$ cat src/rtl/assert_macros.svh
// Assertion macros used by the deframer core
`ifndef ASSERT_MACROS_SVH
`define ASSERT_MACROS_SVH

// Clocked implication, disabled while in reset
`define APDF_ASSERT(label, prop, msg) \
	label: assert property (@(posedge clk) disable iff (!arst_n) prop) else $error(msg);

// Clocked check that also holds during reset
`define APDF_ASSERT_ALWAYS(label, prop, msg) \
	label: assert property (@(posedge clk) prop) else $error(msg);

`endif

$ cat src/rtl/apdf_pkg.sv
// Package for the addressed packet deframer: types, codes and constants
package apdf_pkg;

	localparam int MAX_LEN_DEF = 64;
	localparam int PLEN_W      = 6;
	localparam int BYTE_W      = 8;
	localparam int CFG_IDX_W   = 2;

	localparam logic [BYTE_W-1:0] MIN_LEN = 8'd3;

	// Status codes
	localparam logic [1:0] ST_GOOD    = 2'd0;
	localparam logic [1:0] ST_BAD_CRC = 2'd1;
	localparam logic [1:0] ST_NOT_ADR = 2'd2;
	localparam logic [1:0] ST_FAIL    = 2'd3;

	// Item kinds
	localparam logic KIND_STATUS  = 1'b0;
	localparam logic KIND_PAYLOAD = 1'b1;

	// Configuration register indexes
	localparam logic [CFG_IDX_W-1:0] CFG_DEVICE_ID    = 2'd0;
	localparam logic [CFG_IDX_W-1:0] CFG_BROADCAST_ID = 2'd1;
	localparam logic [CFG_IDX_W-1:0] CFG_SIMPLEX_MODE = 2'd2;

	typedef struct packed {
		logic [BYTE_W-1:0] rx_byte;
		logic              rx_fail;
	} in_item_t;

	typedef struct packed {
		logic              item_kind;
		logic [1:0]        status;
		logic              reply_due;
		logic [PLEN_W-1:0] payload_length;
		logic [BYTE_W-1:0] payload_byte;
		logic              last;
	} out_item_t;

	typedef enum logic {
		S_RX,
		S_PAY
	} state_t;

endpackage

$ cat src/rtl/apdf_ram.sv
// Generic single-port-write, single-port-read RAM with registered read data
module apdf_ram #(
	parameter int WIDTH = 8,
	parameter int DEPTH = 64
) (
	input  logic                     clk,
	input  logic                     we,
	input  logic [$clog2(DEPTH)-1:0] waddr,
	input  logic [WIDTH-1:0]         wdata,
	input  logic                     re,
	input  logic [$clog2(DEPTH)-1:0] raddr,
	output logic [WIDTH-1:0]         rdata
);

	logic [WIDTH-1:0] mem_q [DEPTH];
	logic [WIDTH-1:0] rdata_q;

	// Write port
	always_ff @(posedge clk) begin
		if (we) begin
			mem_q[waddr] <= wdata;
		end
	end

	// Read port; data holds until the next read
	always_ff @(posedge clk) begin
		if (re) begin
			rdata_q <= mem_q[raddr];
		end
	end

	assign rdata = rdata_q;

endmodule

$ cat src/rtl/addressed_packet_deframer_core.sv
// Addressed packet deframer: frames received bytes, checks id, length and XOR, replays payload
//
//  channel | direction | handshake            | payload
//  --------+-----------+----------------------+-----------------------------------
//  in      | input     | in_valid / in_ready  | in_data  (rx_byte, rx_fail)
//  out     | output    | out_valid / out_ready| out_data (kind, status, reply, ...)
//  cfg     | input     | cfg_we               | cfg_index, cfg_wdata
//
// Receive: one byte a cycle while in_ready is high; each byte without rx_fail is written
// into the payload RAM at its position. A good packet with N payload bytes then replays
// one RAM read a cycle while the output register is free; in_ready stays low until the
// last payload transaction is loaded. Every status and payload item passes through one
// output register; out_ready low stalls the replay, and in_ready follows the output
// register being free. Reset clears the packet counters and config; the RAM is not cleared.
`include "assert_macros.svh"

module addressed_packet_deframer_core
	import apdf_pkg::*;
#(
	parameter int MAX_LEN = MAX_LEN_DEF
) (
	input  logic                 clk,
	input  logic                 arst_n,
	input  logic                 in_valid,
	output logic                 in_ready,
	input  in_item_t             in_data,
	output logic                 out_valid,
	input  logic                 out_ready,
	output out_item_t            out_data,
	input  logic                 cfg_we,
	input  logic [CFG_IDX_W-1:0] cfg_index,
	input  logic [BYTE_W-1:0]    cfg_wdata
);

	localparam int PW = $clog2(MAX_LEN);

	// Configuration
	logic [BYTE_W-1:0] device_id_q;
	logic [BYTE_W-1:0] broadcast_id_q;
	logic              simplex_q;

	// Packet state
	state_t            state_q, state_d;
	logic [PW-1:0]     pos_q;
	logic [PW-1:0]     explen_q;
	logic [BYTE_W-1:0] xor_q;
	logic              bcast_q;

	// Replay state
	logic [PW-1:0]     rd_addr_q;
	logic [PW-1:0]     rd_left_q;
	logic              pend_s1;
	logic              pend_last_s1;

	// Output register
	logic              out_valid_q;
	out_item_t         out_q;

	// Combinational
	logic              accept;
	logic              out_free;
	logic              id_miss;
	logic              len_bad;
	logic              pkt_done;
	logic [BYTE_W-1:0] xor_next;
	logic [PW-1:0]     plen;
	logic              pkt_end;
	logic              go_replay;
	out_item_t         stat_item;
	out_item_t         pay_item;
	logic              load_stat;
	logic              load_pay;
	logic              rd_en;
	logic              ram_we;
	logic [BYTE_W-1:0] ram_rdata;

	// Config writes
	always_ff @(posedge clk or negedge arst_n) begin
		if (!arst_n) begin
			device_id_q    <= '0;
			broadcast_id_q <= '0;
			simplex_q      <= 1'b0;
		end else if (cfg_we) begin
			case (cfg_index)
				CFG_DEVICE_ID:    device_id_q    <= cfg_wdata;
				CFG_BROADCAST_ID: broadcast_id_q <= cfg_wdata;
				CFG_SIMPLEX_MODE: simplex_q      <= cfg_wdata[0];
				default:          ;
			endcase
		end
	end

	// Byte decode
	assign out_free = !out_valid_q || out_ready;
	assign accept   = in_valid && in_ready;
	assign id_miss  = (pos_q == '0) && (in_data.rx_byte != device_id_q)
		&& (in_data.rx_byte != broadcast_id_q);
	assign len_bad  = (pos_q == PW'(1)) && ((in_data.rx_byte < MIN_LEN)
		|| ({1'b0, in_data.rx_byte} >= 9'(MAX_LEN)));
	// expected length is only meaningful from position 2 onwards
	assign pkt_done = (pos_q >= PW'(2)) && (pos_q == PW'(explen_q - PW'(1)));
	assign xor_next = xor_q ^ in_data.rx_byte;
	assign plen     = PW'(explen_q - PW'(3));
	assign pkt_end  = in_data.rx_fail || id_miss || len_bad || pkt_done;

	// Status item for the current byte
	always_comb begin
		stat_item           = '0;
		stat_item.item_kind = KIND_STATUS;
		stat_item.last      = 1'b1;
		if (in_data.rx_fail || len_bad) begin
			stat_item.status = ST_FAIL;
		end else if (id_miss) begin
			stat_item.status = ST_NOT_ADR;
		end else if (xor_next != '0) begin
			stat_item.status    = ST_BAD_CRC;
			stat_item.reply_due = !bcast_q && !simplex_q;
		end else begin
			stat_item.status         = ST_GOOD;
			stat_item.reply_due      = !bcast_q && !simplex_q;
			stat_item.payload_length = PLEN_W'(plen);
			stat_item.last           = (plen == '0);
		end
	end

	// Payload item from the RAM read data
	always_comb begin
		pay_item              = '0;
		pay_item.item_kind    = KIND_PAYLOAD;
		pay_item.payload_byte = ram_rdata;
		pay_item.last         = pend_last_s1;
	end

	// FSM outputs
	always_comb begin
		in_ready  = (state_q == S_RX) && out_free;
		load_stat = accept && pkt_end;
		go_replay = accept && !in_data.rx_fail && pkt_done && (xor_next == '0)
			&& (plen != '0);
		load_pay  = (state_q == S_PAY) && pend_s1 && out_free;
		rd_en     = (state_q == S_PAY) && (rd_left_q != '0) && (!pend_s1 || load_pay);
		ram_we    = accept && !in_data.rx_fail;
	end

	// FSM next state
	always_comb begin
		state_d = state_q;
		case (state_q)
			S_RX: begin
				if (go_replay) begin
					state_d = S_PAY;
				end
			end
			S_PAY: begin
				if (load_pay && pend_last_s1) begin
					state_d = S_RX;
				end
			end
			default: state_d = S_RX;
		endcase
	end

	// Packet counters and checksum
	always_ff @(posedge clk or negedge arst_n) begin
		if (!arst_n) begin
			state_q  <= S_RX;
			pos_q    <= '0;
			explen_q <= '0;
			xor_q    <= '0;
			bcast_q  <= 1'b0;
		end else begin
			state_q <= state_d;
			if (accept) begin
				if (pkt_end) begin
					pos_q   <= '0;
					xor_q   <= '0;
					bcast_q <= 1'b0;
				end else begin
					pos_q <= PW'(pos_q + PW'(1));
					xor_q <= xor_next;
					if (pos_q == '0) begin
						bcast_q <= (in_data.rx_byte == broadcast_id_q);
					end
					if (pos_q == PW'(1)) begin
						explen_q <= in_data.rx_byte[PW-1:0];
					end
				end
			end
		end
	end

	// Replay read sequencer
	always_ff @(posedge clk or negedge arst_n) begin
		if (!arst_n) begin
			rd_addr_q    <= '0;
			rd_left_q    <= '0;
			pend_s1      <= 1'b0;
			pend_last_s1 <= 1'b0;
		end else begin
			if (go_replay) begin
				rd_addr_q <= PW'(2);
				rd_left_q <= plen;
			end else if (rd_en) begin
				rd_addr_q <= PW'(rd_addr_q + PW'(1));
				rd_left_q <= PW'(rd_left_q - PW'(1));
			end
			if (rd_en) begin
				pend_s1      <= 1'b1;
				pend_last_s1 <= (rd_left_q == PW'(1));
			end else if (load_pay) begin
				pend_s1 <= 1'b0;
			end
		end
	end

	// Output register
	always_ff @(posedge clk or negedge arst_n) begin
		if (!arst_n) begin
			out_valid_q <= 1'b0;
		end else if (load_stat || load_pay) begin
			out_valid_q <= 1'b1;
		end else if (out_ready) begin
			out_valid_q <= 1'b0;
		end
	end

	always_ff @(posedge clk) begin
		if (load_stat) begin
			out_q <= stat_item;
		end else if (load_pay) begin
			out_q <= pay_item;
		end
	end

	assign out_valid = out_valid_q;
	assign out_data  = out_q;

	// Payload store; writes only while receiving, reads only during replay
	apdf_ram #(
		.WIDTH (BYTE_W),
		.DEPTH (MAX_LEN)
	) u_payload_ram (
		.clk   (clk),
		.we    (ram_we),
		.waddr (pos_q),
		.wdata (in_data.rx_byte),
		.re    (rd_en),
		.raddr (rd_addr_q),
		.rdata (ram_rdata)
	);

	// Checks
	`APDF_ASSERT(a_no_rx_in_replay, (state_q == S_PAY) |-> !in_ready, "input taken during replay")
	`APDF_ASSERT(a_pend_in_replay, pend_s1 |-> (state_q == S_PAY), "read pending outside replay")
	`APDF_ASSERT(a_left_in_replay, (rd_left_q != '0) |-> (state_q == S_PAY), "reads left in receive")
	`APDF_ASSERT(a_last_ends_replay, load_pay && pend_last_s1 |=> state_q == S_RX, "replay stuck")
	`APDF_ASSERT_ALWAYS(a_single_load, !(load_stat && load_pay), "status and payload loaded together")

endmodule

$ cat config.mk
export PLATFORM = sky130hd
export DESIGN_NAME = addressed_packet_deframer_core
export DESIGN_NICKNAME = d
export VERILOG_FILES = /design/src/rtl/apdf_pkg.sv /design/src/rtl/apdf_ram.sv /design/src/rtl/addressed_packet_deframer_core.sv
export VERILOG_INCLUDE_DIRS = /design/src /design/src/rtl
export SDC_FILE = /design/constraint.sdc
export NUM_CORES = 1
export LEC_CHECK = 0
export BUFFER_PORTS_ARGS = -buffer_cell sky130_fd_sc_hd__buf_4
export CORE_AREA = 3 3 251 253
export DETAILED_ROUTE_END_ITERATION = 7
export DIE_AREA = 0 0 254 256
export GPL_TIMING_DRIVEN = 0
export PLACE_DENSITY = 0.58
export SLEW_MARGIN = 10
export SYNTH_ARGS = -nofsm -noshare
export SYNTH_HDL_FRONTEND = slang
export SYNTH_HIERARCHICAL = 1
export SYNTH_SLANG_ARGS = --single-unit
$ cat constraint.sdc
create_clock -name clk -period 3.1 [get_ports clk]
set_input_delay 0.93 -clock clk [delete_from_list [all_inputs] [get_ports clk]]
set_output_delay 0.93 -clock clk [all_outputs]
set_load 0.02 [all_outputs]
==> results of run 1 <==
## routing by layer
layer / up-vias / wire length, um
met4: 0 / 2068
met2: 469 / 27800
met5: - / 0
met3: 111 / 4145
li1: 5462 / -
met1: 6754 / 25490
## layout make-up
class / instances / area share [%]
sequential: 593 / 62.95
multi-input combinational: 632 / 23.46
clock buffer: 68 / 5.485
tap: 790 / 3.566
buffer: 67 / 1.630
timing repair buffer: 46 / 1.427
clock inverter: 42 / 1.214
inverter: 19 / 0.2573
antenna: 1 / 0.009029
## power by group through the flow
stage	logic (W)	registers, W	clock network [W]
floorplan	0.000498	0.00913	0
global placement	0.000906	0.00911	0
detailed placement	0.000924	0.00912	0
CTS	0.000940	0.00895	0.00701
global route	0.00104	0.00896	0.00733
finish	0.000952	0.00895	0.00686
## metrics by stage
stage	power, W	instance area [um2]	hold WS [ps]
after global routing	0.01733	27710	405.9
after global placement	0.01002	25560	450.7
after floorplan	0.009625	24240	439.3
after detailed placement	0.01004	25560	468.3
after CTS	0.01690	27620	363.6
final	0.01676	27720	362.6
## worst max path at each step
stage / to / slack (ps) / cells past startpoint
CTS: u_payload_ram/mem_q[57][0]$_DFFE_PP_ / -210 / 5
global placement: u_payload_ram/mem_q[8][6]$_DFFE_PP_ / -960 / 7
global route: u_payload_ram/mem_q[38][3]$_DFFE_PP_ / -70 / 6
floorplan: u_payload_ram/mem_q[62][0]$_DFFE_PP_ / 310 / 6
finish: u_payload_ram/mem_q[46][3]$_DFFE_PP_ / 10 / 6
detailed placement: u_payload_ram/mem_q[9][1]$_DFFE_PP_ / -1060 / 6
## cell usage in the layout (no fill, tap or decap), drive strengths merged, types with 3 or more instances in the layout
cell and instances:
dfxtp 9, mux2 34, o221ai 8, or2 3
or3 6, inv 19, o21ai 9, nand4 6
a221oi 6, xor2 32, nand4b 5, buf 80
nor3 12, a31oi 8, ha 10, a211oi 7
a22oi 3, clkinv 34, edfxtp 530, clkbuf 100
clkinvlp 4, nor4 13, mux4 126, nor2 109
o22ai 13, o2bb2ai 3, mux2i 30, bufinv 4
nand3b 6, nor2b 17, o2111ai 3, xnor2 13
nand3 23, nand2b 13, dfrtp 54, a21oi 16
nand2 64, o211ai 6
## state kept, by name, indices dropped and copies added, names as in the netlist, 6 cells and up
| register | flops |
|---|---|
| out_data | 19 |
| u_payload_ram/rdata | 8 |
| rd_addr_q | 6 |
| u_payload_ram/mem_q | 512 |
| broadcast_id_q | 8 |
| explen_q | 6 |
| rd_left_q | 6 |
| pos_q | 6 |
| device_id_q | 8 |
| xor_q | 8 |
## worst max-delay path: stages, from the launching register on
cell and delay [ps]:
dfrtp_1 450, inv_1 100, nand3_1 130, nor2_2 450, nor2b_1 310, nand3_1 570
nor2_2 680
## cell usage after synthesis, drive strengths merged (16+ instances only)
| cell type | instances | area (um2) |
|---|---|---|
| buf | 40 | 310.3 |
| a21oi | 16 | 117.6 |
| nand2 | 64 | 240.2 |
| inv | 19 | 71.32 |
| nor2b | 17 | 106.4 |
| nor2 | 109 | 424.2 |
| nand3 | 23 | 140.1 |
| mux4 | 126 | 2838 |
| xor2 | 32 | 280.3 |
| edfxtp | 530 | 15920 |
| dfrtp | 54 | 1351 |
| mux2i | 30 | 300.3 |
| mux2 | 34 | 397.9 |
| clkbuf | 31 | 116.4 |
## timing repair
action,CTS,global route
endpoints found under the setup margin,423,524
setup buffers,0,2
pin swaps,0,1
gates resized for setup,76,34
## kinds of logic after synthesis
family / count (synthesis)
compound gates: 102
flops: 593
xor+xnor: 45
mux: 190
simple gates: 285
buf+inv: 90
fa+ha+maj: 10
==> impl_metrics.py, run 1 <==
metrics = {
    "layout": {
        "fillers": 5262,
        "seqCellArea_um2": 17450,
        "layout.cells.non_filler": 2258,
        "fin_util_pct": 45.24,
        "area_growth_pct": 14.33,
        "multi_input_area_um2": 6501,
        "nets": 1452,
        "drive_gt1_share_pct": 30.47,
    },
    "grt": {
        "grt_max_degree": 66,
        "antenna_found_initial": 1,
        "overflow": 0,
        "grt_util_met2_pct": 28.95,
        "grtUsageTotal_pct": 18.52,
        "busiest_layer": "met2",
        "grt_pass1_vias": 12961,
        "grt_pass1_wl_um": 87910,
        "grt_use_met1_pct": 26.28,
        "use_met3_pct": 3.557,
    },
    "clock_network": {
        "clock_latency_ps": 630,
        "cts_sinks": 593,
        "hold_buffers": 0,
        "h-tree-depth": 2,
        "tritoncts": "built",
        "cts_root_buffer": "clkbuf_16",
        "cts-buffers-inserted": 59,
        "clk_pin_slew_ps": 60,
        "cts_max_path_buffers": 3,
    },
    "placed_design": {
        "io_buffers": 44,
        "place_congestion": 0.8725,
        "pre_cts_ws_ps": -1062,
        "dp_hpwl_um": 38010,
        "place_inst": 2149,
    },
    "worst_setup_path": {
        "cp-end-kind": "flop",
        "startpoint_type": "flop",
        "cp_max_fo": 8,
        "arrival_ps": 3330,
        "crit_start": "state_q$_DFF_PN0_",
        "path_class": "flop to flop",
        "r2r_start": "state_q$_DFF_PN0_",
        "cp.required_ps": 3340,
        "r2r_end": "u_payload_ram/mem_q[46][3]$_DFFE_PP_",
        "reg2reg_slack_ps": 10,
        "r2r_cells": 6,
    },
    "route": {
        "drc": 0,
        "routedWlPerCell_um": 26.35,
        "vias": 12796,
        "postRouteAntennaNets": 0,
        "drt-total-wl_um": 59510,
        "via_per_inst": 5.667,
        "dr.pass1.iters": 7,
        "drtIter0Drc": 1206,
    },
    "floorplanning": {
        "die_w_um": 254,
        "fp.dieArea_um2": 65020,
        "row_count": 91,
        "start_util_pct": 39.57,
        "core_um2": 61260,
        "die_h_um": 256,
        "io_pins": 45,
    },
    "synthesis": {
        "muxShareOfSynthArea_pct": 14.59,
        "synth_top_family_by_area": "multiplexers",
        "synthAdderAreaFrac_pct": 0.5162,
        "synth_xor_area_share_pct": 1.626,
        "ys_warn_count": 6,
        "ys_types": 71,
        "asyncSetResetFlopFracSynth_pct": 9.106,
        "synth.net_count": 1349,
        "synth-simple-area-share_pct": 5.760,
        "synthesis.instances": 1315,
        "synth-seq-cells": 593,
        "ys.flop_type": "edfxtp_1",
        "synth_compound_area_share_pct": 3.484,
        "synth-edff-count": 530,
        "ys_seq_area_share_pct": 71.97,
        "syn_avg_cell_area_um2": 18.43,
        "syn_area_um2": 24240,
    },
    "power_and_ir_drop": {
        "max-vdd-ir-drop_uv": 432.0,
        "p_comb_share_pct": 5.7,
        "power_frac_clock_pct": 40.9,
        "pwr_density_cell_nw_per_um2": 604.7,
        "power.switching_w": 0.003729,
        "swShare_pct": 22.25,
        "leakage_nw": 8.751,
        "power.internal_w": 0.01303,
        "sequentialPowerShare_pct": 53.4,
    },
    "timing": {
        "rsz0062_at_grt": "true",
        "layout_setup_ws_ps": 9.852,
        "setup_tns_ps": 0,
        "setup_viol": 0,
        "worst_pin_slew_ps": 845.2,
        "max_freq_mhz": 323.6,
        "slew_headroom_pct": 43.65,
        "fin_crit_ps": 3090,
        "slew_viol_final": 0,
        "finalClockSkew_ps": 28.78,
        "finalCritPeriodShare_pct": 99.68,
        "hold_violations": 0,
    },
    "outcome": {
        "status": "finished clean",
    },
    "worst_hold_path": {
        "hold_path.class": "input port to asynchronous set/reset pin",
    },
    "run": {
        "cap_violations": 0,
    },
}
(Power assumes the default switching activity.)
==> run 2: changes to the inputs <==
--- a/config.mk
+++ b/config.mk
@@ -7,11 +7,11 @@
 export NUM_CORES = 1
 export LEC_CHECK = 0
 export BUFFER_PORTS_ARGS = -buffer_cell sky130_fd_sc_hd__buf_4
-export CORE_AREA = 3 3 251 253
+export CORE_AREA = 3 3 229 276
 export DETAILED_ROUTE_END_ITERATION = 7
-export DIE_AREA = 0 0 254 256
+export DIE_AREA = 0 0 232 279
 export GPL_TIMING_DRIVEN = 0
-export PLACE_DENSITY = 0.58
+export PLACE_DENSITY = 0.59
 export SLEW_MARGIN = 10
 export SYNTH_ARGS = -nofsm -noshare
 export SYNTH_HDL_FRONTEND = slang
==> run 2 against run 1 <==
  * Core utilization is 0.63 points higher
  * Power is 2.4% higher
  * Register-to-register slack better by 30 ps
  * Critical path type unchanged
==> impl_metrics.py, run 2 (same netlist as run 1, synthesis figures left out) <==
metrics = {
    "outcome": {
        "status": "finished clean",
    },
    "worst_setup_path": {
        "cp-end-kind": "flop",
        "crit_path_cell_trace": "inv_1, nand3_1, nor2_2, nand3_1, nor2_2",
        "path_class": "flop to flop",
        "crit_slowest_cell": "nand3_1",
        "arrival_ps": 3310,
        "startpoint_type": "flop",
        "cp.required_ps": 3340,
        "critPathMaxStageDelay_ps": 820,
        "cp_max_fo": 8,
    },
    "clock_network": {
        "cts-buffers-inserted": 61,
        "tritoncts": "built",
        "cts_root_buffer": "clkbuf_16",
        "clock_latency_ps": 630,
        "cts_max_path_buffers": 3,
        "hold_buffers": 0,
        "h-tree-depth": 2,
        "clk_pin_slew_ps": 60,
        "cts_sinks": 593,
    },
    "route": {
        "via_per_inst": 5.673,
        "drc": 0,
        "routedWlPerCell_um": 26.26,
        "drtIter0Drc": 1305,
        "vias": 12894,
        "postRouteAntennaNets": 0,
        "drt-total-wl_um": 59690,
        "dr.pass1.iters": 6,
    },
    "power_and_ir_drop": {
        "leakage_nw": 8.782,
        "power.switching_w": 0.003679,
        "sequentialPowerShare_pct": 52.1,
        "total_power_w": 0.01716,
        "max-vdd-ir-drop_uv": 451.1,
        "swShare_pct": 21.44,
        "power_frac_clock_pct": 42.4,
        "pwr_density_cell_nw_per_um2": 616.3,
        "power.internal_w": 0.01348,
        "p_comb_share_pct": 5.5,
    },
    "layout": {
        "nets": 1453,
        "layout.cells.non_filler": 2273,
        "drive_gt1_share_pct": 29.56,
        "final_cell_mix": "edfxtp_1 (530), mux4_2 (126), nand2_1 (64)",
        "fin_util_pct": 45.87,
        "fillers": 5203,
        "final_common_cell": "edfxtp_1",
        "area_growth_pct": 14.85,
        "diodes": 0,
        "top_register": "u_payload_ram/mem_q",
        "largest_reg_flops": 512,
    },
    "timing": {
        "hold_violations": 0,
        "max_freq_mhz": 326.5,
        "slew_headroom_pct": 34.42,
        "setup_tns_ps": 0,
        "worst_pin_slew_ps": 981.0,
        "holdWs_ps": 361.2,
        "rsz0062_at_grt": "true",
        "slew_viol_final": 0,
        "setup_viol": 0,
        "finalClockSkew_ps": 20.94,
        "finalCritPeriodShare_pct": 98.80,
        "fin_crit_ps": 3063,
    },
    "placed_design": {
        "dp_hpwl_um": 38840,
        "io_buffers": 44,
        "place_congestion": 0.8902,
        "place_inst": 2167,
    },
    "grt": {
        "antenna_found_initial": 0,
        "overflow": 0,
        "grt_pass1_wl_um": 87840,
        "grtUsageTotal_pct": 18.59,
        "grt_max_degree": 72,
        "grt_pass1_vias": 13018,
    },
    "floorplanning": {
        "die_w_um": 232,
        "die_h_um": 279,
        "row_count": 99,
        "core_um2": 60700,
        "fp.dieArea_um2": 64730,
        "io_pins": 45,
        "start_util_pct": 39.94,
    },
    "worst_hold_path": {
        "hold_path.class": "input port to asynchronous set/reset pin",
    },
    "run": {
        "cap_violations": 0,
    },
}
[run 2: changes by cell type in the layout (fill, tap and decap cells not counted), sizes merged, moves of 2 or more]
cell / previous run / this run
buf: 80 / 82
bufinv: 4 / 8
clkbuf: 100 / 105
clkinv: 34 / 23
clkinvlp: 4 / 2
[run 2: area by class of cell]
cell class                 instances  area (um2)  area share (%)
multi-input combinational        632        6504           23.36
buffer                            66       442.9           1.591
clock buffer                      75        1600           5.748
clock inverter                    34       387.9           1.393
inverter                          19       71.32          0.2562
timing repair buffer              46       375.4           1.348
sequential                       593       17450           62.67
tap                              808        1011           3.631
[run 2: power groups by stage]
| stage | clock network (W) | registers [W] | logic (W) |
|---|---|---|---|
| floorplan | 0 | 0.00913 | 0.000498 |
| global placement | 0 | 0.00910 | 0.000920 |
| detailed placement | 0 | 0.00911 | 0.000934 |
| CTS | 0.00745 | 0.00895 | 0.000948 |
| global route | 0.00778 | 0.00896 | 0.00101 |
| finish | 0.00728 | 0.00895 | 0.000935 |
[run 2: metal layers]
layer	wire [um]	vias to the layer above	track usage, %
met5	0	-	0
met4	2092	0	6.613
met3	4003	120	3.357
met2	29690	491	31.13
met1	23910	6841	24.47
li1	-	5442	-
[run 2: per-stage QoR]
stage / instance area [um2] / setup WS (ps)
6_report: 27840 / 37.15
5_1_grt: 27840 / -22.96
4_1_cts: 27780 / -233.2
3_5_place_dp: 25590 / -1014
3_3_place_gp: 25580 / -957.6
2_1_floorplan: 24240 / 311.7
[run 2: path summary, 6_finish.rpt]
kind | depth (start not counted) | slack (ps) | endpoint | from
setup / recovery | 5 | 40 | u_payload_ram/mem_q[57][0]$_DFFE_PP_ | state_q$_DFF_PN0_
hold / removal | 1 | 360 | device_id_q[7]$_DFFE_PN0P_ | arst_n
setup reg to reg | 5 | 40 | u_payload_ram/mem_q[57][0]$_DFFE_PP_ | state_q$_DFF_PN0_
hold reg to reg | 2 | 480 | out_data[1]$_SDFFE_PP0P_ | out_data[1]$_SDFFE_PP0P_
max in group asynchronous | 1 | 2210 | pos_q[5]$_DFFE_PN0P_ | arst_n
min in group clk | 2 | 480 | out_data[1]$_SDFFE_PP0P_ | out_data[1]$_SDFFE_PP0P_
[run 2: critical path, delay by kind of cell (launching register included)]
family / cells / cell delay [ps]
buf+inv: 1 / 90
flops: 1 / 450
simple gates: 4 / 2120
[run 2: timing repair]
action                                  4_1_cts  5_1_grt
buffers inserted                              2        0
endpoints found under the setup margin      477      415
resized for setup                            78       20
==> run 3: changes to the inputs <==
--- a/config.mk
+++ b/config.mk
@@ -12,6 +12,7 @@
 export DIE_AREA = 0 0 232 279
 export GPL_TIMING_DRIVEN = 0
 export PLACE_DENSITY = 0.59
+export RECOVER_POWER = 100
 export SLEW_MARGIN = 10
 export SYNTH_ARGS = -nofsm -noshare
 export SYNTH_HDL_FRONTEND = slang
==> run 3 against run 2 <==
  * Core utilization fell by 0.34 points
  * Wire length grew 0.22%
  * First-iteration DRC count is 1.6% higher
  * Count of clock-buffer cells in the layout unchanged
  * Clock skew about the same
  * Worst hold slack improved by 110 ps
  * Via count fell by 0.20%
  * Sequential cell count unchanged
  * Power fell by 0.28%
  * Critical path type unchanged
==> impl_metrics.py, run 3 (same netlist as run 1, synthesis figures left out) <==
metrics = {
    "route": {
        "routedWlPerCell_um": 26.32,
        "drc": 0,
        "postRouteAntennaNets": 0,
        "drtIter0Drc": 1326,
        "drt-total-wl_um": 59830,
        "vias": 12868,
        "via_per_inst": 5.661,
        "dr.pass1.iters": 8,
    },
    "worst_setup_path": {
        "cp_max_fo": 10,
        "critPathMaxStageDelay_ps": 430,
        "arrival_ps": 3370,
        "cp-end-kind": "flop",
        "cp.required_ps": 3420,
        "cpMostUsedCell": "buf_4",
        "path_class": "flop to flop",
        "crit_path_cell_trace": "buf_4, buf_4, buf_4, buf_4, mux4_2, mux2i_1, a21oi_1, o21ai_1, o41ai_1",
        "crit_family": "buffers and inverters",
        "path_buf_inv": 4,
        "startpoint_type": "flop",
        "crit_slowest_cell": "dfrtp_1",
    },
    "outcome": {
        "status": "finished clean",
    },
    "floorplanning": {
        "start_util_pct": 39.94,
        "core_um2": 60700,
        "row_count": 99,
        "fp.dieArea_um2": 64730,
        "die_w_um": 232,
        "die_h_um": 279,
        "io_pins": 45,
    },
    "layout": {
        "area_growth_pct": 14.01,
        "final_cell_mix": "edfxtp_1 (530), mux4_2 (126), nand2_1 (64)",
        "drive_gt1_share_pct": 26.55,
        "nets": 1453,
        "final_common_cell": "edfxtp_1",
        "top_register": "u_payload_ram/mem_q",
        "fin_util_pct": 45.53,
        "largest_reg_flops": 512,
        "layout.cells.non_filler": 2273,
        "diodes": 0,
    },
    "timing": {
        "fin_crit_ps": 3057,
        "setup_viol": 0,
        "worst_pin_slew_ps": 1402,
        "finalClockSkew_ps": 20.89,
        "holdWs_ps": 472.8,
        "max_freq_mhz": 327.1,
        "finalCritPeriodShare_pct": 98.61,
        "slew_viol_final": 0,
        "hold_violations": 0,
        "slew_headroom_pct": 6.506,
        "rsz0062_at_grt": "true",
    },
    "grt": {
        "grtUsageTotal_pct": 18.59,
        "grt_max_degree": 72,
        "antenna_found_initial": 0,
        "grt_pass1_vias": 13018,
        "grt_pass1_wl_um": 87840,
        "overflow": 0,
    },
    "clock_network": {
        "clk_pin_slew_ps": 60,
        "cts_max_path_buffers": 3,
        "cts_sinks": 593,
        "clock_latency_ps": 630,
        "cts_root_buffer": "clkbuf_16",
        "cts-buffers-inserted": 61,
        "h-tree-depth": 2,
        "tritoncts": "built",
    },
    "run": {
        "cap_violations": 0,
    },
    "power_and_ir_drop": {
        "pwr_density_cell_nw_per_um2": 619.1,
        "leakage_nw": 8.614,
        "max-vdd-ir-drop_uv": 449.6,
    },
    "placed_design": {
        "io_buffers": 44,
        "place_inst": 2167,
        "dp_hpwl_um": 38840,
        "place_congestion": 0.8902,
    },
    "worst_hold_path": {
        "hold_path.class": "flop to flop",
    },
}
==> run 3: cell types whose count changed in the layout (fill, tap and decap cells not counted), sizes merged <==
cell	change
buf	-25
clkbuf	+25
==> run 3: cell type report <==
type                    count  area (um2)
fillers                  5250       33060
well taps                 808        1011
clock buffers              75        1600
clock inverters            34       387.9
repair buffers             46       286.5
inverters                  19       71.32
multi-input cells         632        6397
plain buffers              66       434.2
flip-flops and latches    593       17450
==> run 3: per-stage QoR <==
| step | power [W] | setup slack, ps | TNS [ps] | cell area [um2] |
|---|---|---|---|---|
| 6_report | 0.01711 | 42.98 | 0 | 27640 |
| 5_1_grt | 0.01770 | -22.96 | -388.4 | 27640 |
| 4_1_cts | 0.01735 | -233.2 | -21920 | 27780 |
| 3_5_place_dp | 0.01005 | -1014 | -402980 | 25590 |
| 3_3_place_gp | 0.01003 | -957.6 | -384570 | 25580 |
| 2_1_floorplan | 0.009625 | 311.7 | 0 | 24240 |
==> run 3: worst paths after layout <==
| check | startpoint | end | slack (ps) | cells past startpoint |
|---|---|---|---|---|
| setup reg to reg | rd_addr_q[1]$_DFFE_PN0P_ | u_payload_ram/rdata[5]$_DFFE_PP_ | 40 | 9 |
| max in group asynchronous | arst_n | pos_q[5]$_DFFE_PN0P_ | 1520 | 1 |
| hold reg to reg | out_data[1]$_SDFFE_PP0P_ | out_data[1]$_SDFFE_PP0P_ | 470 | 2 |
| setup / recovery | rd_addr_q[1]$_DFFE_PN0P_ | u_payload_ram/rdata[5]$_DFFE_PP_ | 40 | 9 |
| hold / removal | out_data[1]$_SDFFE_PP0P_ | out_data[1]$_SDFFE_PP0P_ | 470 | 2 |
| min in group asynchronous | arst_n | device_id_q[7]$_DFFE_PN0P_ | 630 | 1 |
==> run 3: timing repair <==
item	in CTS	in global routing
pin swaps	0	0
endpoints found under the setup margin	477	415
hold buffers	0	0
buffers inserted	2	0
resized for setup	78	20
==> run 3: routing by layer <==
metal	routed length, um	track usage [%]
met5	0	0
met4	2189	6.613
met3	4183	3.357
met2	29580	31.13
met1	23880	24.47
==> run 3: power by group <==
group / internal (W) / total, W / switching (W) / leakage [nW]
clock network: 0.00431 / 0.00728 / 0.00297 / 0.970
registers: 0.00885 / 0.00895 / 0.0000982 / 5.54
logic: 0.000281 / 0.000885 / 0.000604 / 2.11
==> run 3: tightest hold or removal path, cell delays in order, from the launching register on <==
cell	delay, ps
dfxtp_1	310
nand2_1	60
a21oi_1	60
